===== config.mk =====
export PLATFORM = sky130hd
export DESIGN_NAME = sensor_average_scale_bcd_flat
export DESIGN_NICKNAME = d
export VERILOG_FILES = /design/src/design/sab_pkg.sv /design/src/design/sab_in_if.sv /design/src/design/sab_out_if.sv /design/src/design/sab_cdiv.sv /design/src/design/sab_accum.sv /design/src/design/sab_scale.sv /design/src/design/sab_smooth.sv /design/src/design/sab_format.sv /design/src/design/sensor_average_scale_bcd.sv /design/src/flat_wrapper.sv
export SDC_FILE = /design/constraint.sdc
export NUM_CORES = 1
export LEC_CHECK = 0
export ABC_AREA = 1
export BUFFER_PORTS_ARGS = -buffer_cell sky130_fd_sc_hd__clkbuf_2
export CAP_MARGIN = 20
export CORE_UTILIZATION = 25
export CTS_CLUSTER_SIZE = 28
export DETAILED_ROUTE_END_ITERATION = 8
export GPL_ROUTABILITY_DRIVEN = 0
export GPL_TIMING_DRIVEN = 1
export PLACE_DENSITY = 0.39
export SYNTH_ARGS = -nofsm -noshare
export SYNTH_HDL_FRONTEND = slang
export SYNTH_SLANG_ARGS = --single-unit

===== constraint.sdc =====
create_clock -name clk -period 7.6 [get_ports clk]
set_input_delay 0.38 -clock clk [delete_from_list [all_inputs] [get_ports clk]]
set_output_delay 0.38 -clock clk [all_outputs]
set_load 0.02 [all_outputs]

===== src/design/sab_pkg.sv =====
// Shared types, widths and constants for the sensor average/scale/BCD block.
// No dependencies; every other file except sab_cdiv refers to it by scoped names.
package sab_pkg;

  localparam int unsigned SAMPLE_W  = 10;
  localparam int unsigned VREF_W    = 12;
  localparam int unsigned MV_W      = 12;
  localparam int unsigned SUM_W     = 14;
  localparam int unsigned READING_W = 10;
  localparam int unsigned VOLTS_W   = 3;
  localparam int unsigned DIGIT_W   = 4;
  localparam int unsigned PROD_W    = SAMPLE_W + VREF_W;

  localparam int unsigned SAMPLE_COUNT_DEF = 10;
  localparam int unsigned FULL_SCALE_DEF   = 1023;

  localparam logic [VREF_W-1:0]    VREF_RESET  = 12'd3300;
  localparam logic [MV_W-1:0]      MV_MAX      = '1;
  localparam logic [SUM_W-1:0]     SUM_MAX     = '1;
  localparam logic [READING_W-1:0] READING_MAX = 10'd999;

  localparam int unsigned HUMID_DIVISOR = 33;
  localparam int unsigned TEMP_DIVISOR  = 10;
  localparam int unsigned THOUSAND      = 1000;
  localparam int unsigned HUNDRED       = 100;
  localparam int unsigned TEN           = 10;

  // Channel tag on samples and results.
  localparam logic KIND_HUMIDITY    = 1'b0;
  localparam logic KIND_TEMPERATURE = 1'b1;

  typedef struct packed {
    logic             kind;
    logic [SUM_W-1:0] value;
  } accum_beat_t;

  typedef struct packed {
    logic            kind;
    logic [MV_W-1:0] mv;
  } mv_beat_t;

endpackage


===== src/design/sab_in_if.sv =====
// Sample channel: valid/ready handshake carrying channel tag and raw sample.
// Depends on sab_pkg for field widths.
interface sab_in_if;
  logic                          valid;
  logic                          ready;
  logic                          operation;
  logic [sab_pkg::SAMPLE_W-1:0]  sample;

  modport source (output valid, operation, sample, input ready);
  modport sink   (input valid, operation, sample, output ready);
endinterface


===== src/design/sab_out_if.sv =====
// Result channel: valid/ready handshake carrying millivolts, reading and digits.
// Depends on sab_pkg for field widths.
interface sab_out_if;
  logic                           valid;
  logic                           ready;
  logic                           kind;
  logic [sab_pkg::MV_W-1:0]       millivolts;
  logic [sab_pkg::READING_W-1:0]  reading;
  logic [sab_pkg::VOLTS_W-1:0]    volts_digit;
  logic [sab_pkg::DIGIT_W-1:0]    tenths_digit;
  logic [sab_pkg::DIGIT_W-1:0]    hundredths_digit;
  logic [sab_pkg::DIGIT_W-1:0]    thousandths_digit;
  logic [sab_pkg::DIGIT_W-1:0]    reading_hundreds;
  logic [sab_pkg::DIGIT_W-1:0]    reading_tens;
  logic [sab_pkg::DIGIT_W-1:0]    reading_ones;

  modport source (output valid, kind, millivolts, reading, volts_digit, tenths_digit,
                  hundredths_digit, thousandths_digit, reading_hundreds, reading_tens,
                  reading_ones, input ready);
  modport sink   (input valid, kind, millivolts, reading, volts_digit, tenths_digit,
                  hundredths_digit, thousandths_digit, reading_hundreds, reading_tens,
                  reading_ones, output ready);
endinterface


===== src/design/sab_cdiv.sv =====
// Unsigned divide by an elaboration-time constant: one multiply by a rounded-up
// reciprocal and a shift, exact for every N-bit numerator. No dependencies.
module sab_cdiv #(
  parameter int unsigned N = 8,
  parameter int unsigned D = 1
) (
  input  logic [N-1:0] num,
  output logic [N-1:0] quo
);

  localparam int unsigned L  = $clog2(D);
  localparam int unsigned PW = 2 * N + 1;
  localparam logic [PW-1:0] POW = {{(PW-1){1'b0}}, 1'b1} << (N + L);
  localparam logic [PW-1:0] DW  = PW'(D);
  localparam logic [PW-1:0] MW  = (POW + DW - 1'b1) / DW;
  localparam logic [N:0]    M   = MW[N:0];

  logic [PW-1:0] prod;

  assign prod = {{(N+1){1'b0}}, num} * {{N{1'b0}}, M};
  assign quo  = N'(prod >> (N + L));

endmodule


===== src/design/sab_accum.sv =====
// Input stage: accepts samples, keeps the temperature sum and count, and
// registers one beat per humidity sample or per completed temperature batch.
// Depends on sab_pkg and sab_in_if.
module sab_accum #(
  parameter int unsigned SAMPLE_COUNT = sab_pkg::SAMPLE_COUNT_DEF
) (
  input  logic                 clk,
  input  logic                 rst,
  sab_in_if.sink               samples,
  output logic                 beat_valid,
  input  logic                 beat_ready,
  output sab_pkg::accum_beat_t beat
);

  localparam int unsigned CNT_W = $clog2(SAMPLE_COUNT + 1);

  logic [sab_pkg::SUM_W-1:0] sample_sum;
  logic [CNT_W-1:0]          sample_count;
  logic [sab_pkg::SUM_W:0]   sum_add;
  logic [sab_pkg::SUM_W-1:0] sum_sat;
  logic [CNT_W-1:0]          count_inc;
  logic                      last;
  logic                      accept;
  logic                      is_temp;

  assign samples.ready = !beat_valid || beat_ready;
  assign accept        = samples.valid && samples.ready;
  assign is_temp       = samples.operation == sab_pkg::KIND_TEMPERATURE;

  assign sum_add   = {1'b0, sample_sum} + (sab_pkg::SUM_W+1)'(samples.sample);
  assign sum_sat   = (sum_add > {1'b0, sab_pkg::SUM_MAX}) ? sab_pkg::SUM_MAX
                                                          : sum_add[sab_pkg::SUM_W-1:0];
  assign count_inc = sample_count + CNT_W'(1);
  assign last      = count_inc == CNT_W'(SAMPLE_COUNT);

  always_ff @(posedge clk) begin
    if (rst) begin
      sample_sum   <= '0;
      sample_count <= '0;
      beat_valid   <= 1'b0;
    end else begin
      if (samples.ready) begin
        beat_valid <= accept && (!is_temp || last);
      end
      if (accept && is_temp) begin
        if (last) begin
          sample_sum   <= '0;
          sample_count <= '0;
        end else begin
          sample_sum   <= sum_sat;
          sample_count <= count_inc;
        end
      end
    end
  end

  always_ff @(posedge clk) begin
    if (accept) begin
      beat.kind  <= samples.operation;
      beat.value <= is_temp ? sum_sat : sab_pkg::SUM_W'(samples.sample);
    end
  end

endmodule


===== src/design/sab_scale.sv =====
// Scaling pipeline: batch average, multiply by the reference voltage, divide
// by full scale and saturate to millivolts. Depends on sab_pkg and sab_cdiv.
module sab_scale #(
  parameter int unsigned SAMPLE_COUNT = sab_pkg::SAMPLE_COUNT_DEF,
  parameter int unsigned FULL_SCALE   = sab_pkg::FULL_SCALE_DEF
) (
  input  logic                        clk,
  input  logic                        rst,
  input  logic [sab_pkg::VREF_W-1:0]  vref_mv,
  input  logic                        in_valid,
  output logic                        in_ready,
  input  sab_pkg::accum_beat_t        in_beat,
  output logic                        out_valid,
  input  logic                        out_ready,
  output sab_pkg::mv_beat_t           out_beat
);

  logic                         va, vb;
  logic                         adv_a, adv_b, adv_c;
  logic                         kind_a, kind_b;
  logic [sab_pkg::SAMPLE_W-1:0] avg_a;
  logic [sab_pkg::PROD_W-1:0]   prod_b;
  logic [sab_pkg::SUM_W-1:0]    avg_q;
  logic [sab_pkg::PROD_W-1:0]   mv_q;

  assign adv_c    = !out_valid || out_ready;
  assign adv_b    = !vb || adv_c;
  assign adv_a    = !va || adv_b;
  assign in_ready = adv_a;

  sab_cdiv #(.N(sab_pkg::SUM_W), .D(SAMPLE_COUNT)) u_avg (
    .num (in_beat.value),
    .quo (avg_q)
  );

  sab_cdiv #(.N(sab_pkg::PROD_W), .D(FULL_SCALE)) u_fs (
    .num (prod_b),
    .quo (mv_q)
  );

  always_ff @(posedge clk) begin
    if (rst) begin
      va        <= 1'b0;
      vb        <= 1'b0;
      out_valid <= 1'b0;
    end else begin
      if (adv_a) va <= in_valid;
      if (adv_b) vb <= va;
      if (adv_c) out_valid <= vb;
    end
  end

  always_ff @(posedge clk) begin
    if (adv_a && in_valid) begin
      kind_a <= in_beat.kind;
      avg_a  <= (in_beat.kind == sab_pkg::KIND_TEMPERATURE)
                ? sab_pkg::SAMPLE_W'(avg_q) : sab_pkg::SAMPLE_W'(in_beat.value);
    end
    if (adv_b && va) begin
      kind_b <= kind_a;
      prod_b <= sab_pkg::PROD_W'(avg_a) * sab_pkg::PROD_W'(vref_mv);
    end
    if (adv_c && vb) begin
      out_beat.kind <= kind_b;
      out_beat.mv   <= (mv_q > sab_pkg::PROD_W'(sab_pkg::MV_MAX)) ? sab_pkg::MV_MAX
                                                                  : sab_pkg::MV_W'(mv_q);
    end
  end

endmodule


===== src/design/sab_smooth.sv =====
// Smoothing stage: holds the last temperature millivolts and blends each new
// batch value with it; humidity beats pass unchanged. Depends on sab_pkg.
module sab_smooth (
  input  logic              clk,
  input  logic              rst,
  input  logic              in_valid,
  output logic              in_ready,
  input  sab_pkg::mv_beat_t in_beat,
  output logic              out_valid,
  input  logic              out_ready,
  output sab_pkg::mv_beat_t out_beat
);

  logic [sab_pkg::MV_W-1:0] smoothed_mv;
  logic [sab_pkg::MV_W-1:0] smoothed_next;
  logic [sab_pkg::MV_W:0]   mean_sum;
  logic                     take;
  logic                     is_temp;

  assign in_ready = !out_valid || out_ready;
  assign take     = in_valid && in_ready;
  assign is_temp  = in_beat.kind == sab_pkg::KIND_TEMPERATURE;

  // A stored zero means no history yet: take the new value as is.
  assign mean_sum      = {1'b0, in_beat.mv} + {1'b0, smoothed_mv};
  assign smoothed_next = (smoothed_mv == '0) ? in_beat.mv : mean_sum[sab_pkg::MV_W:1];

  always_ff @(posedge clk) begin
    if (rst) begin
      smoothed_mv <= '0;
      out_valid   <= 1'b0;
    end else begin
      if (in_ready) out_valid <= in_valid;
      if (take && is_temp) smoothed_mv <= smoothed_next;
    end
  end

  always_ff @(posedge clk) begin
    if (take) begin
      out_beat.kind <= in_beat.kind;
      out_beat.mv   <= is_temp ? smoothed_next : in_beat.mv;
    end
  end

endmodule


===== src/design/sab_format.sv =====
// Formatting pipeline: reading from millivolts, saturation, and decimal digit
// split over three stages. Depends on sab_pkg, sab_cdiv and sab_out_if.
module sab_format (
  input  logic              clk,
  input  logic              rst,
  input  logic              in_valid,
  output logic              in_ready,
  input  sab_pkg::mv_beat_t in_beat,
  sab_out_if.source         results
);

  localparam int unsigned FRAC_W = 10;
  localparam int unsigned REM_W  = 7;

  logic                          ve, vf;
  logic                          adv_e, adv_f, adv_g;
  // stage E
  logic                          kind_e;
  logic [sab_pkg::MV_W-1:0]      mv_e;
  logic [sab_pkg::READING_W-1:0] reading_e;
  logic [sab_pkg::VOLTS_W-1:0]   volts_e;
  logic [FRAC_W-1:0]             frac_e;
  // stage F
  logic                          kind_f;
  logic [sab_pkg::MV_W-1:0]      mv_f;
  logic [sab_pkg::READING_W-1:0] reading_f;
  logic [sab_pkg::VOLTS_W-1:0]   volts_f;
  logic [sab_pkg::DIGIT_W-1:0]   frac_h_f, read_h_f;
  logic [REM_W-1:0]              frac_r_f, read_r_f;
  // combinational quotients
  logic [sab_pkg::MV_W-1:0]      div10_q, div33_q, div1000_q, reading_raw;
  logic [FRAC_W-1:0]             frac_c;
  logic [FRAC_W-1:0]             frac_hq, read_hq;
  logic [REM_W-1:0]              frac_tq, read_tq;

  assign adv_g    = !results.valid || results.ready;
  assign adv_f    = !vf || adv_g;
  assign adv_e    = !ve || adv_f;
  assign in_ready = adv_e;

  sab_cdiv #(.N(sab_pkg::MV_W), .D(sab_pkg::TEMP_DIVISOR)) u_div10 (
    .num (in_beat.mv), .quo (div10_q)
  );
  sab_cdiv #(.N(sab_pkg::MV_W), .D(sab_pkg::HUMID_DIVISOR)) u_div33 (
    .num (in_beat.mv), .quo (div33_q)
  );
  sab_cdiv #(.N(sab_pkg::MV_W), .D(sab_pkg::THOUSAND)) u_div1000 (
    .num (in_beat.mv), .quo (div1000_q)
  );
  sab_cdiv #(.N(FRAC_W), .D(sab_pkg::HUNDRED)) u_frac_h (
    .num (frac_e), .quo (frac_hq)
  );
  sab_cdiv #(.N(FRAC_W), .D(sab_pkg::HUNDRED)) u_read_h (
    .num (reading_e), .quo (read_hq)
  );
  sab_cdiv #(.N(REM_W), .D(sab_pkg::TEN)) u_frac_t (
    .num (frac_r_f), .quo (frac_tq)
  );
  sab_cdiv #(.N(REM_W), .D(sab_pkg::TEN)) u_read_t (
    .num (read_r_f), .quo (read_tq)
  );

  assign reading_raw = (in_beat.kind == sab_pkg::KIND_TEMPERATURE) ? div10_q : div33_q;
  assign frac_c      = FRAC_W'(in_beat.mv - div1000_q * sab_pkg::MV_W'(sab_pkg::THOUSAND));

  always_ff @(posedge clk) begin
    if (rst) begin
      ve            <= 1'b0;
      vf            <= 1'b0;
      results.valid <= 1'b0;
    end else begin
      if (adv_e) ve <= in_valid;
      if (adv_f) vf <= ve;
      if (adv_g) results.valid <= vf;
    end
  end

  always_ff @(posedge clk) begin
    if (adv_e && in_valid) begin
      kind_e    <= in_beat.kind;
      mv_e      <= in_beat.mv;
      reading_e <= (reading_raw > sab_pkg::MV_W'(sab_pkg::READING_MAX))
                   ? sab_pkg::READING_MAX : sab_pkg::READING_W'(reading_raw);
      volts_e   <= sab_pkg::VOLTS_W'(div1000_q);
      frac_e    <= frac_c;
    end
    if (adv_f && ve) begin
      kind_f    <= kind_e;
      mv_f      <= mv_e;
      reading_f <= reading_e;
      volts_f   <= volts_e;
      frac_h_f  <= sab_pkg::DIGIT_W'(frac_hq);
      read_h_f  <= sab_pkg::DIGIT_W'(read_hq);
      frac_r_f  <= REM_W'(frac_e - frac_hq * FRAC_W'(sab_pkg::HUNDRED));
      read_r_f  <= REM_W'(reading_e - read_hq * FRAC_W'(sab_pkg::HUNDRED));
    end
    if (adv_g && vf) begin
      results.kind              <= kind_f;
      results.millivolts        <= mv_f;
      results.reading           <= reading_f;
      results.volts_digit       <= volts_f;
      results.tenths_digit      <= frac_h_f;
      results.hundredths_digit  <= sab_pkg::DIGIT_W'(frac_tq);
      results.thousandths_digit <= sab_pkg::DIGIT_W'(frac_r_f - frac_tq * REM_W'(sab_pkg::TEN));
      results.reading_hundreds  <= read_h_f;
      results.reading_tens      <= sab_pkg::DIGIT_W'(read_tq);
      results.reading_ones      <= sab_pkg::DIGIT_W'(read_r_f - read_tq * REM_W'(sab_pkg::TEN));
    end
  end

endmodule


===== src/design/sensor_average_scale_bcd.sv =====
// Sensor sample scaler with temperature batch averaging and BCD formatting.
// Throughput: one sample per cycle while results.ready is not held low; every
// pipeline stage advances on its own valid/ready, so bubbles (temperature
// samples without a result) absorb stalls. Reset (rst, synchronous): clears
// sum, count, smoothed value and all valids; vref returns to 3300 mV. Depends on
// sab_pkg, sab_in_if, sab_out_if, sab_accum, sab_scale, sab_smooth, sab_format.
module sensor_average_scale_bcd #(
  parameter int unsigned SAMPLE_COUNT = sab_pkg::SAMPLE_COUNT_DEF,
  parameter int unsigned FULL_SCALE   = sab_pkg::FULL_SCALE_DEF
) (
  input  logic                       clk,
  input  logic                       rst,
  input  logic                       cfg_write,
  input  logic [sab_pkg::VREF_W-1:0] cfg_data,
  sab_in_if.sink                     samples,
  sab_out_if.source                  results
);

  // Reference voltage register; the user must write it only while the pipeline is idle
  // (the block does not enforce this), so no stage needs its own copy.
  logic [sab_pkg::VREF_W-1:0] vref_mv;

  // Inter-stage handshakes and payloads.
  logic                 acc_valid, acc_ready;
  sab_pkg::accum_beat_t acc_beat;
  logic                 scl_valid, scl_ready;
  sab_pkg::mv_beat_t    scl_beat;
  logic                 smo_valid, smo_ready;
  sab_pkg::mv_beat_t    smo_beat;

  always_ff @(posedge clk) begin
    if (rst) begin
      vref_mv <= sab_pkg::VREF_RESET;
    end else if (cfg_write) begin
      vref_mv <= cfg_data;
    end
  end

  // Stage 1: accumulate temperature batches, forward humidity samples.
  sab_accum #(.SAMPLE_COUNT(SAMPLE_COUNT)) u_accum (
    .clk        (clk),
    .rst        (rst),
    .samples    (samples),
    .beat_valid (acc_valid),
    .beat_ready (acc_ready),
    .beat       (acc_beat)
  );

  // Stages 2-4: average, multiply by vref, divide by full scale, saturate.
  sab_scale #(.SAMPLE_COUNT(SAMPLE_COUNT), .FULL_SCALE(FULL_SCALE)) u_scale (
    .clk       (clk),
    .rst       (rst),
    .vref_mv   (vref_mv),
    .in_valid  (acc_valid),
    .in_ready  (acc_ready),
    .in_beat   (acc_beat),
    .out_valid (scl_valid),
    .out_ready (scl_ready),
    .out_beat  (scl_beat)
  );

  // Stage 5: blend temperature with history; the feedback loop closes on the
  // smoothed register, so back-to-back batches need no interlock.
  sab_smooth u_smooth (
    .clk       (clk),
    .rst       (rst),
    .in_valid  (scl_valid),
    .in_ready  (scl_ready),
    .in_beat   (scl_beat),
    .out_valid (smo_valid),
    .out_ready (smo_ready),
    .out_beat  (smo_beat)
  );

  // Stages 6-8: reading, saturation, digits; last stage is the output register.
  sab_format u_format (
    .clk      (clk),
    .rst      (rst),
    .in_valid (smo_valid),
    .in_ready (smo_ready),
    .in_beat  (smo_beat),
    .results  (results)
  );

  // Digits must recompose the binary fields they were split from.
  a_mv_digits: assert property (@(posedge clk) disable iff (rst)
    results.valid |-> (int'(results.millivolts) ==
      int'(results.volts_digit) * 1000 + int'(results.tenths_digit) * 100 +
      int'(results.hundredths_digit) * 10 + int'(results.thousandths_digit)))
    else $error("millivolts digits do not match millivolts");

  a_reading_digits: assert property (@(posedge clk) disable iff (rst)
    results.valid |-> (int'(results.reading) ==
      int'(results.reading_hundreds) * 100 + int'(results.reading_tens) * 10 +
      int'(results.reading_ones)))
    else $error("reading digits do not match reading");

  // Drop every beat in flight on reset.
  a_reset_flush: assert property (@(posedge clk) rst |=> !results.valid)
    else $error("result valid after reset");

endmodule

===== src/flat_wrapper.sv =====
// flat-port wrapper written by rule: the top's interface ports become plain ports
module sensor_average_scale_bcd_flat 
#(
  parameter int unsigned SAMPLE_COUNT = sab_pkg::SAMPLE_COUNT_DEF,
  parameter int unsigned FULL_SCALE   = sab_pkg::FULL_SCALE_DEF
)
  (clk, rst, cfg_write, cfg_data, samples_valid, samples_operation, samples_sample, samples_ready, results_valid, results_kind, results_millivolts, results_reading, results_volts_digit, results_tenths_digit, results_hundredths_digit, results_thousandths_digit, results_reading_hundreds, results_reading_tens, results_reading_ones, results_ready);
  sab_in_if samples_i ();
  sab_out_if results_i ();
  input  logic clk;
  input  logic rst;
  input  logic cfg_write;
  input  logic [sab_pkg::VREF_W-1:0] cfg_data;
  input wire logic [$bits(samples_i.valid)-1:0] samples_valid;
  input wire logic [$bits(samples_i.operation)-1:0] samples_operation;
  input wire logic [$bits(samples_i.sample)-1:0] samples_sample;
  output wire logic [$bits(samples_i.ready)-1:0] samples_ready;
  output wire logic [$bits(results_i.valid)-1:0] results_valid;
  output wire logic [$bits(results_i.kind)-1:0] results_kind;
  output wire logic [$bits(results_i.millivolts)-1:0] results_millivolts;
  output wire logic [$bits(results_i.reading)-1:0] results_reading;
  output wire logic [$bits(results_i.volts_digit)-1:0] results_volts_digit;
  output wire logic [$bits(results_i.tenths_digit)-1:0] results_tenths_digit;
  output wire logic [$bits(results_i.hundredths_digit)-1:0] results_hundredths_digit;
  output wire logic [$bits(results_i.thousandths_digit)-1:0] results_thousandths_digit;
  output wire logic [$bits(results_i.reading_hundreds)-1:0] results_reading_hundreds;
  output wire logic [$bits(results_i.reading_tens)-1:0] results_reading_tens;
  output wire logic [$bits(results_i.reading_ones)-1:0] results_reading_ones;
  input wire logic [$bits(results_i.ready)-1:0] results_ready;
  assign samples_i.valid = samples_valid;
  assign samples_i.operation = samples_operation;
  assign samples_i.sample = samples_sample;
  assign samples_ready = samples_i.ready;
  assign results_valid = results_i.valid;
  assign results_kind = results_i.kind;
  assign results_millivolts = results_i.millivolts;
  assign results_reading = results_i.reading;
  assign results_volts_digit = results_i.volts_digit;
  assign results_tenths_digit = results_i.tenths_digit;
  assign results_hundredths_digit = results_i.hundredths_digit;
  assign results_thousandths_digit = results_i.thousandths_digit;
  assign results_reading_hundreds = results_i.reading_hundreds;
  assign results_reading_tens = results_i.reading_tens;
  assign results_reading_ones = results_i.reading_ones;
  assign results_i.ready = results_ready;
  sensor_average_scale_bcd #(.SAMPLE_COUNT(SAMPLE_COUNT), .FULL_SCALE(FULL_SCALE)) u_core (.clk(clk), .rst(rst), .cfg_write(cfg_write), .cfg_data(cfg_data), .samples(samples_i), .results(results_i));
endmodule

After elaboration in Yosys (flattened, before gate mapping)

Cells that the tools add are included.

Logic and storage cells: 111
Bits in registers: 259
Output and inout bits: 52
Input port bits: 28

$add $sub $neg: 8
Equal/unequal tests: 1
Multiply operators: 15
Order comparisons: 3
Reduce and logical (&&, ||, !) cells: 30
Multiplexer cells: 8

Operator list:

| operator                 | number |
|---|---|
| $mul A22 B23 Y45 const B | 1 |
| $mul A10 B11 Y21 const B | 2 |
| $mul A7 B8 Y15 const B   | 2 |
| $mul A14 B15 Y28 const B | 1 |
| $mux W14                 | 2 |
| $mul A12 B13 Y25 const B | 1 |
| $mul A12 B12 Y24 const B | 1 |
| $mux W12                 | 2 |
| $mul A10 B12 Y22         | 1 |
| $mul A12 B10 Y22 const B | 1 |
| $mux W10                 | 2 |
| $add A14 B10 Y15         | 1 |
| $gt A15 B14 Y1 const B   | 1 |
| $sub A7 B7 Y7            | 2 |
| $add A12 B12 Y13         | 1 |
| $gt A13 B12 Y1 const B   | 1 |
| $logic_not A12 Y1        | 1 |
| $logic_and A1 B1 Y1      | 11 |
| $gt A9 B10 Y1 const B    | 1 |
| $mul A4 B5 Y5 const B    | 2 |
| $sub A10 B10 Y10         | 1 |
| $logic_not A1 Y1         | 9 |
| $logic_or A1 B1 Y1       | 9 |
| $mux W9                  | 1 |
| 6 further kinds          | 8 |

Longest topological paths before layout

Depth in word-level cells: 11
Depth in mapped cells: 32
Gate-level depth less buffers: 32

Cells and area by module

Synthesis repeated with hierarchy kept, for this count alone.

Cells, all modules: 4899
Area total of the unflattened synthesis: 38460.6 um^2

Modules (own cells, without submodules):

| module                                  | sequential area each (um^2) | area an instance (um^2) | cells an instance | instances |
|---|---|---|---|---|
| sab_scale                               | 1471.4                      | 6077.1                  | 735               | 1 |
| sab_format                              | 3813.7                      | 5321.4                  | 360               | 1 |
| sab_cdiv (u_core.u_scale.u_fs)          | 0.0                         | 4499.3                  | 722               | 1 |
| sab_cdiv (u_core.u_format.u_frac_h ...) | 0.0                         | 2214.6                  | 301               | 2 |
| sab_cdiv (u_core.u_scale.u_avg)         | 0.0                         | 4280.4                  | 604               | 1 |
| sab_cdiv (u_core.u_format.u_div10)      | 0.0                         | 2999.1                  | 380               | 1 |
| sab_cdiv (u_core.u_format.u_div33)      | 0.0                         | 2368.5                  | 317               | 1 |
| sab_accum                               | 830.8                       | 2117.0                  | 293               | 1 |
| sab_cdiv (u_core.u_format.u_frac_t ...) | 0.0                         | 1019.7                  | 140               | 2 |
| sab_cdiv (u_core.u_format.u_div1000)    | 0.0                         | 1949.4                  | 263               | 1 |
| sab_smooth                              | 650.6                       | 1905.6                  | 278               | 1 |
| sensor_average_scale_bcd                | 240.2                       | 474.2                   | 65                | 1 |

Worst setup path before layout

No wires, ideal clock.

Path type: register to register
Start point: register u_core.u_smooth.out_beat[10] (netlist name)
End point: register u_core.u_format.frac_e[9] (data pin)
Arrival time: 5.727 ns
Path slack: 1.611 ns
Path buffers: 0
Clock period less this slack: 5.989 ns
Required time: 7.338 ns
Setup time: 0.262 ns
Cell stages (with the launch flop): 22
Path through: edfxtp_1 > inv_1 > ha_1 > ha_1 > or2_2 > fa_1 > fa_1 > fa_1 > ha_1 > nand2_1 > nor2_1 > nand4_1 > a31oi_2 > xor2_1 > fa_1 > inv_1 > fa_1 > ha_1 > nand2_1 > nand2_1 > a21oi_1 > xor2_1

Word-level cells in the longest chain between the ends: 3

RTL lines:

| what                                   | RTL line         | RTL |
|---|---|---|
| start, declared                        | sab_smooth.sv:11 | `output sab_pkg::mv_beat_t out_beat` |
| $mul A12 B13 Y25                       | sab_cdiv.sv:20   | `assign prod = {{(N+1){1'b0}}, num} * {{N{1'b0}}, M};` |
| via u_core.u_format.div1000_q, one bit | sab_format.sv:31 | `logic [sab_pkg::MV_W-1:0] div10_q, div33_q, div1000_q, reading_raw;` |
| $mul A3 B7 Y7                          | sab_format.sv:64 | `assign frac_c = FRAC_W'(in_beat.mv - div1000_q * sab_pkg::MV_W'(sab_pkg::THOUSAND));` |
| $sub A10 B10 Y10                       | sab_format.sv:64 |  |
| via u_core.u_format.frac_c[9]          | sab_format.sv:32 | `logic [FRAC_W-1:0] frac_c;` |
| end signal, assigned                   | sab_format.sv:85 | `frac_e <= frac_c;` |
| end, declared                          | sab_format.sv:22 | `logic [FRAC_W-1:0] frac_e;` |

The timed path passes the listed nets, and every way through them passes these cells.
A chain may end at the register's enable or synchronous reset.

Worst setup path in the final report

Same ends and word-level chain as after synthesis.

==> results.sh <==
export IMPL_status="complete, but fails checks"
export IMPL_failed_checks="DRC"
export IMPL_dieArea_sq_um=136600
export IMPL_peakVddDrop_mv=0.2706
export IMPL_synthFlopType="edfxtp_1"
export IMPL_power_mw=11.65
export IMPL_ys_ff_latch=247
export IMPL_h_tree_depth=1
export IMPL_p_leak_nw=19.40
export IMPL_numCtsBuffers=31
export IMPL_final_cell_mix="inv_1 (790), ha_1 (735), nand2_1 (695)"
export IMPL_cp_max_fo=12
export IMPL_avgRoutedWirePerCell_um=15.15
export IMPL_crit_type="flip-flop to flip-flop"
export IMPL_synth_cell_type_count=54
export IMPL_nets=5029
export IMPL_start_util_pct=25.25
export IMPL_io_pins=80
export IMPL_start_kind="flip-flop"
export IMPL_ys_seq_area_share_pct=20.47
export IMPL_die_x_um=369.6
export IMPL_cap_violations=0
export IMPL_final_layout_size_suffix_gt1_share_pct=4.220
export IMPL_dp_hpwl_um=73840
export IMPL_grt_ovfl_total=0
export IMPL_crit_end="u_core.u_format.frac_e[9]"
export IMPL_grt_pass1_vias=26210
export IMPL_power_density_nw_per_um2=311.2
export IMPL_critPathMaxStageDelay_ns=0.51
export IMPL_critical_path_top_delay_family="adder cells"
export IMPL_dr_pass1_iters=9
export IMPL_timing_setup_tns_ns=0
export IMPL_fin_skew_ns=0.03612
export IMPL_avgSynthCellArea_sq_um=8.743
export IMPL_grt_pass1_wl_um=141900
export IMPL_coreArea_sq_um=133800
export IMPL_layout_commonest_cell="inv_1"
export IMPL_cts_tree="done"
export IMPL_drc=9
export IMPL_syn_instance_count=3864
export IMPL_path_cells="buf_4 > inv_1 > ha_1 > xnor2_1 > ha_1 > or2_2 > ha_1 > fa_1 > fa_1 > ha_1 > nand2_1 > nor3_1 > nand4_1 > a31oi_2 > xor2_1 > fa_1 > inv_1 > fa_1 > ha_1 > nand2_1 > nand2_1 > a21oi_1 > xor2_1"
export IMPL_slew_headroom_pct=30.18
export IMPL_critPathRequiredTime_ns=7.96
export IMPL_yosysWarnings=0
export IMPL_port_buffers=78
export IMPL_finalCritPeriodShare_pct=84.79
export IMPL_die_h_um=369.6
export IMPL_path_clk_slew_ns=0.06
export IMPL_ff2ff_path_depth=23
export IMPL_clock_root_buffer="clkbuf_16"
export IMPL_fmax_ghz=0.1552
export IMPL_layout_area_overhead_vs_synth_pct=10.81
export IMPL_clock_path_buffers=3
export IMPL_core_rowCount=134
export IMPL_r2r_start="u_core.u_smooth.out_beat[10]"
export IMPL_min_path_type="input port to flip-flop"
export IMPL_fin_crit_ns=6.444
export IMPL_worstMarginPinSlew_ns=1.047
export IMPL_clock_latency_ns=0.62
export IMPL_clock_sinks=247
export IMPL_reg2reg_slack_ns=1.16
export IMPL_hold_violations=0
export IMPL_drtIter0Drc=1177
export IMPL_synth_edff_count=197
export IMPL_maxSlewViolCount=0
export IMPL_crit_top_cell="ha_1"
export IMPL_setup_violations_final=0
export IMPL_hold_depth=3
export IMPL_diodes=0
export IMPL_r2r_end="u_core.u_format.frac_e[9]"
export IMPL_arrival_ns=6.80
export IMPL_wirelength_um=87100
export IMPL_synth_area_sq_um=33780
export IMPL_cp_end_kind="flip-flop"
export IMPL_async_reset_ff_share_pct=0
export IMPL_antenna_found_initial=0
export IMPL_crit_cells=23
export IMPL_critPathLaunch="u_core.u_smooth.out_beat[10]"
export IMPL_viasPerCell=4.331
export IMPL_rsz0062_at_grt="no"
export IMPL_ant_nets=0
export IMPL_grt_total_usage_pct=13.00
export IMPL_synth_fp_nets=4937
export IMPL_grt_max_degree=48
export IMPL_vias=24900
export IMPL_cp_buffers_inverters=3
export IMPL_crit_slowest_cell="fa_1"
## cells by family after synthesis
logic type / count (synthesis) / synth area share (%)
other cells: 1 / 0.01110
xor+xnor: 76 / 1.970
compound gates: 454 / 7.470
fa+ha+maj: 1045 / 45.59
buf+inv: 841 / 9.500
flops: 247 / 20.47
simple gates: 1200 / 14.98
## through the flow
stage	worst slack, ns	instances	instance area, sq um	util (%)	hold WS (ns)
floorplan	1.611	3864	33780	-	0.4003
global placement	1.288	5678	36280	27.12	0.4016
detailed placement	1.130	5679	36300	27.13	0.4045
CTS	1.099	5749	37440	27.98	0.05842
global route	0.7598	5749	37440	27.98	0.07184
finish	1.156	5749	37440	27.98	0.1088
## layout make-up
type                            instances  area (sq um)
Fill cell                           14450         96360
Multi-Input combinational cell       2776         23670
Sequential cell                       247          6917
Inverter                              794          2985
Tap cell                             1768          2212
Clock buffer                           36         794.5
Timing Repair Buffer                  106         643.1
Clock inverter                         22         219.0
## state kept, by name (all words and copies together) (netlist names), 5 cells and up
name                                count
u_core.u_format.frac_r_f                5
u_core.u_scale.out_beat                13
u_core.u_scale.prod_b                  22
u_core.u_scale.avg_a                   10
u_core.u_format.frac_e                  7
u_core.u_smooth.out_beat               13
u_core.u_format.results.millivolts     12
u_core.u_format.read_r_f                5
u_core.u_accum.beat                    15
u_core.u_format.reading_f               9
u_core.u_smooth.smoothed_mv            12
u_core.u_format.results.reading         9
u_core.u_format.reading_e               9
u_core.vref_mv                         12
u_core.u_accum.sample_sum              14
u_core.u_format.mv_f                   12
u_core.u_format.mv_e                   12
## repair_timing
action,4_1_cts,5_1_grt
resized for setup,0,0
buffers inserted,0,0
endpoints found under the hold margin,12,0
hold buffers,12,0
## layer usage
metal | GRT usage (%) | up-vias | wire [um]
li1 | - | 12780 | -
met1 | 18.18 | 11750 | 43840
met2 | 21.82 | 298 | 39600
met5 | 0 | - | 0
met3 | 1.314 | 71 | 2295
met4 | 2.114 | 0 | 1370
## cell usage after synthesis (3+ instances only)
library cell	instances	share of area, %
ha_1	735	27
inv_1	791	8.8
dfxtp_1	50	3.0
a21boi_0	4	0.089
o21a_1	6	0.13
xnor2_1	22	0.57
or2_2	8	0.15
nor2_4	3	0.10
nor4_1	9	0.17
o211ai_1	8	0.18
a21o_1	24	0.53
edfxtp_1	197	18
and2_1	4	0.074
o2111ai_1	3	0.078
buf_4	4	0.089
nor3_1	27	0.40
nand3b_1	9	0.20
a31oi_1	24	0.44
nand2_1	695	7.7
buf_2	5	0.074
fa_1	310	18
clkbuf_1	32	0.36
xor2_1	54	1.4
o21bai_1	22	0.49
nor2_1	211	2.3
nand3_1	169	2.5
o21ai_0	133	2.0
buf_1	3	0.033
a21oi_1	215	3.2
nand4_1	55	1.0
## where the power goes
group          switching (mW)  internal, mW  total (mW)
Clock                   0.616         0.878        1.49
Combinational            5.24          3.03        8.26
Sequential              0.181          1.71        1.89
Total                    6.03          5.62        11.7
## tightest hold or removal path, delay by kind of cell
family | cells | cell delay, ns
buffers and inverters | 1 | 0.11
AND/OR/NAND/NOR | 2 | 0.10
## worst min-delay path by stage
stage	start	end	slack, ns
2_1_floorplan	u_core.u_format.kind_e	u_core.u_format.kind_f	0.40
3_3_place_gp	u_core.u_format.volts_e[0]	u_core.u_format.volts_f[0]	0.40
3_5_place_dp	u_core.u_format.mv_f[11]	u_core.u_format.results.millivolts[11]	0.40
4_1_cts	samples_sample[9]	u_core.u_accum.beat[9]	0.06
5_1_grt	samples_sample[9]	u_core.u_accum.beat[9]	0.07
6_report	samples_sample[9]	u_core.u_accum.beat[9]	0.11
Power figures use the tool's default switching activity.
